[src/vdlc_pkg.sv]
// Package for the vertex degree / dead-end counter: codes, field widths, shared types.
package vdlc_pkg;

  // Input item selector codes (carried on s_axis_tuser)
  localparam logic FUNC_ADD_EDGE = 1'b0;
  localparam logic FUNC_QUERY    = 1'b1;

  // Fixed field widths of the stream beats and the configuration register
  localparam int unsigned VtxW    = 11;
  localparam int unsigned DegOutW = 16;
  localparam int unsigned CntOutW = 11;
  localparam int unsigned NumVW   = 11;

  // Configuration register indexes (byte address = 4 * index)
  localparam logic REG_NUM_VERTICES = 1'b0;

  // Effect of one degree step on the dead-end tally
  typedef struct packed {
    logic inc;   // vertex reached degree one
    logic dec;   // vertex left degree one
  } tally_t;

endpackage

[src/vdlc_bump.sv]
// Saturating degree increment with its dead-end tally effect.
module vdlc_bump #(
  parameter int unsigned DEGREE_WIDTH = 16
) (
  input  logic [DEGREE_WIDTH-1:0] old_i,
  output logic [DEGREE_WIDTH-1:0] nxt_o,
  output vdlc_pkg::tally_t        tally_o
);

  localparam logic [DEGREE_WIDTH-1:0] DegMax = '1;
  localparam logic [DEGREE_WIDTH-1:0] DegOne = DEGREE_WIDTH'(1);

  assign nxt_o = (old_i == DegMax) ? old_i : old_i + DegOne;

  always_comb begin
    tally_o.inc = (old_i != DegOne) && (nxt_o == DegOne);
    tally_o.dec = (old_i == DegOne) && (nxt_o != DegOne);
  end

endmodule

[config.mk]
export PLATFORM = sky130hd
export DESIGN_NAME = vdlc_bump
export DESIGN_NICKNAME = d
export VERILOG_FILES = /design/src/vdlc_pkg.sv /design/src/vdlc_bump.sv
export SDC_FILE = /design/constraint.sdc
export NUM_CORES = 1
export LEC_CHECK = 0
export BUFFER_PORTS_ARGS = -buffer_cell sky130_fd_sc_hd__buf_2
export CAP_MARGIN = 5
export CORE_UTILIZATION = 40
export DETAILED_ROUTE_END_ITERATION = 8
export PLACE_DENSITY = 0.82
export SYNTH_ARGS = -nofsm -noshare
export SYNTH_HDL_FRONTEND = slang
export SYNTH_SLANG_ARGS = --single-unit
[constraint.sdc]
create_clock -name vclk -period 1.8
set_clock_uncertainty 0.05 [all_clocks]
set_input_delay 0.09 -clock vclk [all_inputs]
set_output_delay 0.09 -clock vclk [all_outputs]
set_load 0.02 [all_outputs]
; Yosys cells after proc, flatten, opt, wreduce, memory -nomap -nowiden
; Index checks and enable logic that the tools add are counted.
[word_totals]
register_bits = 0
latch_bits = 0
ramBits = 0
romBits = 0
inputBits = 16
out_inout_bits = 18
elab_cells = 9
mem_count = 0
[op_classes]
n_addsub = 1
n_mul = 0
div_mod_pow = 0
n_lt_le_gt_ge = 0
n_eq_ne = 5
n_shift = 0
mux = 1
bitwise_logic = 0
n_reduce_logical = 2
[op_table]
columns = operator, count
row1 = "16-bit by 1-bit == test with 1-bit output, second input constant", 2
row2 = "16-bit by 1-bit != test with 1-bit output, second input constant", 2
row3 = "16-bit by 1-bit adder with 16-bit output, second input constant", 1
row4 = "16-bit == test, second input constant", 1
row5 = 16-bit two-way mux, 1
row6 = 1-bit logical AND, 2

; Depth between registers and ports, before layout
; Gate-level depths: netlist of the first run.
[depth]
depth_word = 4
ltp_mapped = 7
mapped_depth_nobuf = 6

; Worst setup path after synthesis of the first run
; No wires, ideal clock.
[synth_path]
kind = input to output
from = input port old_i[3]
to = output port tally_o[0] (netlist bit)
t_arrival_ps = 1806
required_time_ps = 1660
setup_slack_ps = -146
cell_stages = 6
path_buffers = 1
path_cell_list = buf_2 -> nand4_1 -> or4_1 -> a21oi_1 -> nor4_1 -> a31oi_1
[synth_lines]
columns = element, line_no
row1 = start: declaration, vdlc_bump.sv:5  ; input logic [DEGREE_WIDTH-1:0] old_i,
row2 = end: declaration, vdlc_bump.sv:7  ; output vdlc_pkg::tally_t tally_o

==> results of run 1 <==
[cell type report]
type | count | area share
inverters | 5 | 0.0142
multi-input cells | 89 | 0.576
well taps | 16 | 0.0152
repair buffers | 72 | 0.395
[cells by family after synthesis]
| kind of cell | synth area share |
|---|---|
| AO/OA/AOI/OAI | 0.164 |
| buffers and inverters | 0.0781 |
| multiplexers | 0.0514 |
| AND/OR/NAND/NOR | 0.549 |
| XOR/XNOR | 0.120 |
| adder cells (fa/ha/maj) | 0.0381 |
[through the flow]
stage | TNS (ns) | utilization
after floorplan | -0.0374 | -
after global placement | -0.158 | 0.712
after detailed placement | -0.353 | 0.712
after CTS | -0.0232 | 0.780
after global routing | -0.172 | 0.867
final | -0.0509 | 0.867
[worst paths after layout]
check | to | slack (ns) | cells after the start
setup / recovery | tally_o[1] | -0.03 | 8
hold / removal | nxt_o[10] | 0.62 | 4
[placed cells by master (no fill, tap or decap), types with 2 or more instances in the layout]
cell and n:
nand4_1 6, a31oi_1 2, nand3_1 3, xnor2_1 3, nand3_4 2, and4_1 3
or4_4 2, buf_4 37, buf_6 9, a21oi_2 2, nor4_1 2, nor2_2 2
buf_2 24, nor2_1 13, mux2_2 2, xor2_1 5, a21oi_1 3, nor4_4 3
nand2_1 7, inv_1 5, nand2b_1 2
[report_power, final]
part / switching [µW] / total, µW / internal (µW)
Clock: 0 / 0 / 0
Combinational: 158 / 277 / 119
Sequential: 0 / 0 / 0
[timing repair]
item                       4_1_cts  5_1_grt
cloned                           0        0
gates resized for setup         17       25
pin swaps                        7        6
buffers inserted                 2        3
setup endpoints to repair        3        4
[layer usage]
layer  routed length [µm]  vias up  track usage
met5                    0        -            0
met4                  227        0        0.125
met3                  387       31       0.0431
met2                 1900      103        0.625
met1                 1340      547        0.433
li1                     -      516            -
==> flow_summary_export.csv, run 1 <==
group,metric,value,unit
floorplan,die_x,42.5,µm
placement,place_congestion,0.977,
final_layout,fin_area,1320,µm²
yosys,synth.cells.most_frequent,"nor2_1, nand2_1, nand4_1, xor2_1",
critical_path,arrival,1.69,ns
sta,setup_violations,2,
route,dr.pass1.iters,4,
floorplan,die_area,1810,µm²
global_route,grt_pass1_wl,4.95,mm
power_and_ir_drop,power_density,210,nW/µm²
yosys,yosys.area.top_type_share,0.0857,
yosys,synth_most_common_cell,"nor2_1",
yosys,syn_inst,101,
floorplan,die_height,42.5,µm
sta,hold_ws,0.616,ns
sta,final-hold-violation-count,0,
critical_path,path_common_cell,"buf_6",
global_route,grt_antenna_before_repair,0,
floorplan,floorplan.initialDensity,0.431,
placement,dpl_cell_area,1080,µm²
sta,fmax,546,MHz
route,routed_wl,3.85,mm
final_layout,fillerInstances,76,
final_layout,syn2layout_area_growth,101,%
final_layout,multiInputGateArea,761,µm²
yosys,synth.area.top_cells,"nor2_1, xor2_1, nand4_1",
sta,grt_setup_unrepaired,"yes",
sta,relSlewSlack,0.751,
yosys,yosysTopAreaCell,"nor2_1",
placement,port_buffers,34,
power_and_ir_drop,p_leak,0.000604,µW
worst_hold_path,min_from,"old_i[10]",
critical_path,cp-end-kind,"output port",
yosys,synth_warnings,0,
power_and_ir_drop,irDropWorstVdd,0.173,mV
critical_path,crit_start,"old_i[7]",
cts,cts.hold.buffers_added,0,
sta,period_share,1.02,
final_layout,drive_gt1_frac,0.614,
route,post-route-drc-count,0,
route,avgViaCountPerCell,6.58,
final_layout,seq_cell_count,0,
critical_path,cp_slowest_cell,"nor4_2",
floorplan,coreArea,1520,µm²
yosys,ys_types,37,
placement,pre_cts_ws,-0.186,ns
sta,setup_slack,-0.0302,ns
sta,period_minus_slack,1.83,ns
route,drt_iter0_markers,68,
critical_path,cp_slowest_stage_delay,0.36,ns
critical_path,crit_path_start_kind,"input port",
global_route,grt_use_total,0.354,
placement,dp_hpwl,2.30,mm
route,ant_nets,0,
power_and_ir_drop,fin_total_pwr,277,µW
floorplan,pin_count,34,
critical_path,cp.required,1.66,ns
critical_path,crit_chain,"buf_2 -> buf_6 -> nand4_4 -> nor2_1 -> a31oi_1 -> nor4_2 -> and4_4 -> buf_6",
route,vias,1197,
floorplan,row_count,14,
final_layout,final_cell_count_no_fill,182,
global_route,grt_max_degree,11,
final_layout,antenna_cells,0,
sta,worst_pin_slew,0.371,ns
final_layout,clockBufferCount,0,
critical_path,path_delay_family,"simple AND/OR/NAND/NOR gates",
final_layout,nets,186,
critical_path,cp_num_buf_inv,3,
final_layout,seqCellArea,0,µm²
global_route,grt_overflow,0,
global_route,grt_pass1_vias,1073,
critical_path,worst-setup-path-type,"in2out",
yosys,synth_seq_area_share,0,
yosys,syn_area_per_cell,6.50,µm²
placement,place_inst,177,
route,wl_per_cell,21.1,µm
job,cap_violations,0,
worst_hold_path,hold_class,"in2out",
sta,slew_violations,0,
outcome,status,"complete, but fails checks",
yosys,synth_area,657,µm²
outcome,failed_checks,"negative setup slack",
yosys,synth_nets,119,
critical_path,critPathMaxFanout,6,
No activity file was read; power rests on OpenSTA's default activity.
==> run 2, diff against run 1 <==
ABC_AREA = 1   (was not set)
PLACE_DENSITY = 0.81   (was 0.82)
==> flow_summary_export.csv, run 2 <==
group,metric,value,unit
outcome,status,"finished clean",
placement,port_buffers,34,
sta,final-hold-violation-count,0,
sta,worst_pin_slew,0.334,ns
route,drt_iter0_markers,29,
yosys,synth_seq_area_share,0,
power_and_ir_drop,irDropWorstVdd,0.0987,mV
floorplan,die_area,1960,µm²
route,avgViaCountPerCell,5.18,
route,routed_wl,2.13,mm
final_layout,syn2layout_area_growth,34.6,%
sta,grt_setup_unrepaired,"no",
yosys,synth.cells.most_frequent,"nand2_1, inv_1, nand3_1, nor2_1, nand4_1",
floorplan,pin_count,34,
power_and_ir_drop,power_density,197,nW/µm²
route,wl_per_cell,11.2,µm
final_layout,fillerInstances,159,
floorplan,coreArea,1580,µm²
sta,hold_ws,0.536,ns
critical_path,crit_start,"old_i[1]",
job,cap_violations,0,
yosys,synth_area,713,µm²
final_layout,antenna_cells,0,
floorplan,die_x,44.2,µm
sta,period_minus_slack,1.67,ns
placement,place_congestion,0.884,
route,routed.top_layer,"met3",
power_and_ir_drop,p_leak,0.000547,µW
route,met3RoutedLength,117,µm
critical_path,crit_end,"tally_o[1]",
yosys,yosys.area.top_type_share,0.195,
sta,slew_violations,0,
cts,post_cts_buffers,0,
final_layout,seq_cell_count,0,
yosys,ys_types,21,
sta,setup_tns,0,ns
yosys,synth_warnings,0,
sta,setup_violations,0,
global_route,grt_max_degree,11,
global_route,grt_use_total,0.230,
sta,relSlewSlack,0.775,
sta,period_share,0.926,
yosys,synth.area.top_cells,"nand2_1, nand3_1, inv_1",
floorplan,floorplan.initialDensity,0.452,
yosys,synth_nets,154,
global_route,grt_pass1_vias,868,
critical_path,crit_path_start_kind,"input port",
floorplan,die_height,44.2,µm
route,met1Wirelength,948,µm
critical_path,critPathMaxFanout,6,
final_layout,final_cell_mix,"nand2_1, buf_2, inv_1, nand3_1, nor2_1",
yosys,syn_inst,136,
yosys,synth_most_common_cell,"nand2_1",
route,dr_wl_met2,1.07,mm
placement,dp_hpwl,1.85,mm
critical_path,cp-end-kind,"output port",
final_layout,nets,195,
route,vias,989,
final_layout,fin_util,0.609,
critical_path,arrival,1.53,ns
final_layout,final_common_cell,"nand2_1",
final_layout,seqCellArea,0,µm²
worst_hold_path,hold_class,"in2out",
final_layout,clockBufferCount,0,
route,ant_nets,0,
global_route,grt_pass1_wl,3.57,mm
global_route,grt_antenna_before_repair,0,
critical_path,cp.required,1.66,ns
route,dr.pass1.iters,6,
critical_path,worst-setup-path-type,"in2out",
route,post-route-drc-count,0,
final_layout,drive_gt1_frac,0.377,
yosys,syn_area_per_cell,5.24,µm²
global_route,grt_overflow,0,
floorplan,row_count,14,
yosys,yosysTopAreaCell,"nand2_1",
sta,fmax,600,MHz
-- run 2: cell types whose count changed after synthesis, moves of 4 or more --
| cell | change |
|---|---|
| a21oi_1 | -4 |
| and4_1 | -4 |
| buf_2 | -5 |
| inv_1 | +14 |
| nand2_1 | +29 |
| nand3_1 | +13 |
| nor2_2 | +4 |
| nor2_4 | +5 |
-- run 2: worst min path at each step --
stage | startpoint | end | cells past startpoint
floorplan | old_i[13] | nxt_o[13] | 2
global placement | old_i[11] | nxt_o[11] | 4
detailed placement | old_i[13] | nxt_o[13] | 4
CTS | old_i[13] | nxt_o[13] | 4
global route | old_i[13] | nxt_o[13] | 4
finish | old_i[13] | nxt_o[13] | 4
-- run 2: critical path: stages --
cell	delay (ns)
buf_2	0.09
buf_4	0.12
nand2_1	0.08
nor2_4	0.21
nand2_2	0.11
o21ai_1	0.15
nand2_1	0.06
nor2_1	0.13
nand2_1	0.11
nor2_2	0.10
nand2_1	0.05
nor2_1	0.08
buf_4	0.14
-- run 2: kinds of logic after synthesis --
logic type	count (synthesis)	synth area share
and+or+nand+nor	104	0.760
adders and majority gates	2	0.0351
AOI/OAI and AO/OA	3	0.0210
buffers and inverters	22	0.123
xor gates and xnor gates	5	0.0614
-- run 2: cell type report --
cell class	count	area (µm²)	area share
multi-input cells	114	642	0.669
inverters	22	87.6	0.0913
well taps	16	20.0	0.0209
repair buffers	39	210	0.219
-- run 2: repair_timing --
item	in CTS	in global routing
hold buffers	0	0
setup endpoints to repair	0	2
resized for setup	0	5
hold endpoints to repair	0	0
-- run 2: where the power goes --
group	internal [µW]	switching (µW)	leakage, µW
Combinational	67.9	121	0.000547
Clock	0	0	0
Sequential	0	0	0
Total	67.9	121	0.000547
-- run 2: through the flow --
stage / instances / setup slack (ns) / power (µW) / cell area (µm²)
after floorplan: 136 / 0.0353 / 115 / 713
after global placement: 191 / 0.0386 / 184 / 941
after detailed placement: 191 / 0.0222 / 187 / 941
after CTS: 191 / 0.0207 / 187 / 941
after global routing: 191 / 0.00527 / 207 / 960
final: 191 / 0.134 / 189 / 960
-- run 2: per-layer routing --
layer / track usage / vias up
met1: 0.329 / 439
met5: 0 / -
met2: 0.397 / 38
met4: 0.0182 / 0
li1: - / 512
met3: 0.00816 / 0
==> run 3, diff against run 2 <==
BUFFER_PORTS_ARGS = not set   (was -buffer_cell sky130_fd_sc_hd__buf_2)
DONT_BUFFER_PORTS = 1   (was not set)
PLACE_DENSITY = 0.64   (was 0.81)
clock period = 1.63 ns   (was 1.8 ns; I/O delays follow)
==> flow_summary_export.csv, run 3 (same netlist as run 2, synthesis figures left out) <==
group,metric,value,unit
sta,final-hold-violation-count,0,
sta,relSlewSlack,0.797,
critical_path,worst-setup-path-type,"in2out",
final_layout,fillerInstances,160,
floorplan,row_count,14,
global_route,grt_pass1_wl,3.04,mm
placement,place_inst,165,
floorplan,pin_count,34,
power_and_ir_drop,irDropWorstVdd,0.104,mV
global_route,grt_antenna_before_repair,0,
sta,setup_tns,0,ns
final_layout,final_cell_mix,"nand2_1, inv_1, nor2_1, buf_4, nand3_2",
final_layout,antenna_cells,0,
power_and_ir_drop,p_sw,113,µW
power_and_ir_drop,pwr-share-seq,0,
power_and_ir_drop,power_density,179,nW/µm²
sta,grt_setup_unrepaired,"yes",
worst_hold_path,hold_class,"in2out",
job,cap_violations,0,
power_and_ir_drop,internal_power,63.1,µW
outcome,status,"complete, but fails checks",
route,avgViaCountPerCell,5.44,
placement,dp_hpwl,1.71,mm
final_layout,seqCellArea,0,µm²
power_and_ir_drop,p_sw_frac,0.641,
placement,port_buffers,0,
sta,slew_violations,0,
final_layout,multiInputGateArea,721,µm²
final_layout,syn2layout_area_growth,38.1,%
route,wl_per_cell,12.5,µm
final_layout,seq_cell_count,0,
power_and_ir_drop,pwr-share-clk,0,
final_layout,final_common_cell,"nand2_1",
global_route,grt_max_degree,11,
floorplan,die_x,44.2,µm
sta,period_share,0.951,
global_route,met1_usage,0.278,
final_layout,drive_gt1_frac,0.373,
floorplan,die_height,44.2,µm
sta,period_minus_slack,1.55,ns
final_layout,nets,173,
global_route,busiest_layer,"met2",
sta,setup_violations,0,
floorplan,coreArea,1580,µm²
route,drt_iter0_markers,19,
critical_path,arrival,1.42,ns
route,routed_wl,2.11,mm
critical_path,cp.required,1.50,ns
global_route,gr-usage-met3,0.00816,
global_route,grt_overflow,0,
route,dr.pass1.iters,8,
sta,fmax,645,MHz
final_layout,fin_util,0.625,
route,vias,919,
placement,place_congestion,0.905,
placement,dpl_cell_area,873,µm²
sta,worst_pin_slew,0.302,ns
power_and_ir_drop,p_comb_frac,1.000,
sta,hold_ws,0.342,ns
critical_path,cp-end-kind,"output port",
power_and_ir_drop,p_leak,0.000518,µW
final_layout,fin_area,985,µm²
global_route,use_met2,0.356,
final_layout,final_cell_count_no_fill,169,
global_route,grt_use_total,0.198,
route,ant_nets,0,
route,post-route-drc-count,1,
final_layout,clockBufferCount,0,
critical_path,crit_path_start_kind,"input port",
global_route,grt_pass1_vias,718,
outcome,failed_checks,"design-rule violations",
floorplan,floorplan.initialDensity,0.452,
critical_path,critPathMaxFanout,4,
floorplan,die_area,1960,µm²
-- run 3: critical path: stages --
cell     delay, ns
ha_4          0.13
nand2_4       0.06
nor2_4        0.17
nand2_4       0.10
buf_4         0.14
nand2_1       0.06
nand3_2       0.09
nor2_1        0.11
nand2_1       0.07
nor2_2        0.16
nand2_2       0.09
nor2_4        0.17
-- run 3: layout make-up --
| cell class | instances | area share |
|---|---|---|
| inverters | 22 | 0.0889 |
| multi-input cells | 114 | 0.732 |
| well taps | 16 | 0.0203 |
| repair buffers | 17 | 0.159 |
-- run 3: timing repair --
action	4_1_cts	5_1_grt
pin swaps	0	8
setup buffers	0	4
hold buffers	0	0
endpoints found under the setup margin	1	2
hold endpoints to repair	0	0
resized for setup	2	11
-- run 3: path summary, 6_finish.rpt --
kind | from | end | slack [ns] | depth (start not counted)
max | old_i[0] | tally_o[1] | 0.08 | 12
min | old_i[1] | nxt_o[1] | 0.34 | 2
-- run 3: power groups by stage --
stage,logic (µW),registers [µW],clock network [µW]
floorplan,131,0,0
global placement,167,0,0
detailed placement,169,0,0
global route,190,0,0
CTS,169,0,0
finish,176,0,0
-- run 3: metal layers --
layer	share of wire	wire, µm	up-vias
li1	-	-	470
met1	0.46	963	418
met2	0.48	1010	29
met3	0.055	117	2
met4	0.011	23	0
met5	0	0	-
-- run 3: per-stage QoR --
stage / total power [µW] / worst slack [ns]
after floorplan: 131 / 0.00811
after global placement: 167 / -0.0237
after detailed placement: 169 / -0.0393
after CTS: 169 / 0.0320
after global routing: 190 / -0.0263
final: 176 / 0.0792
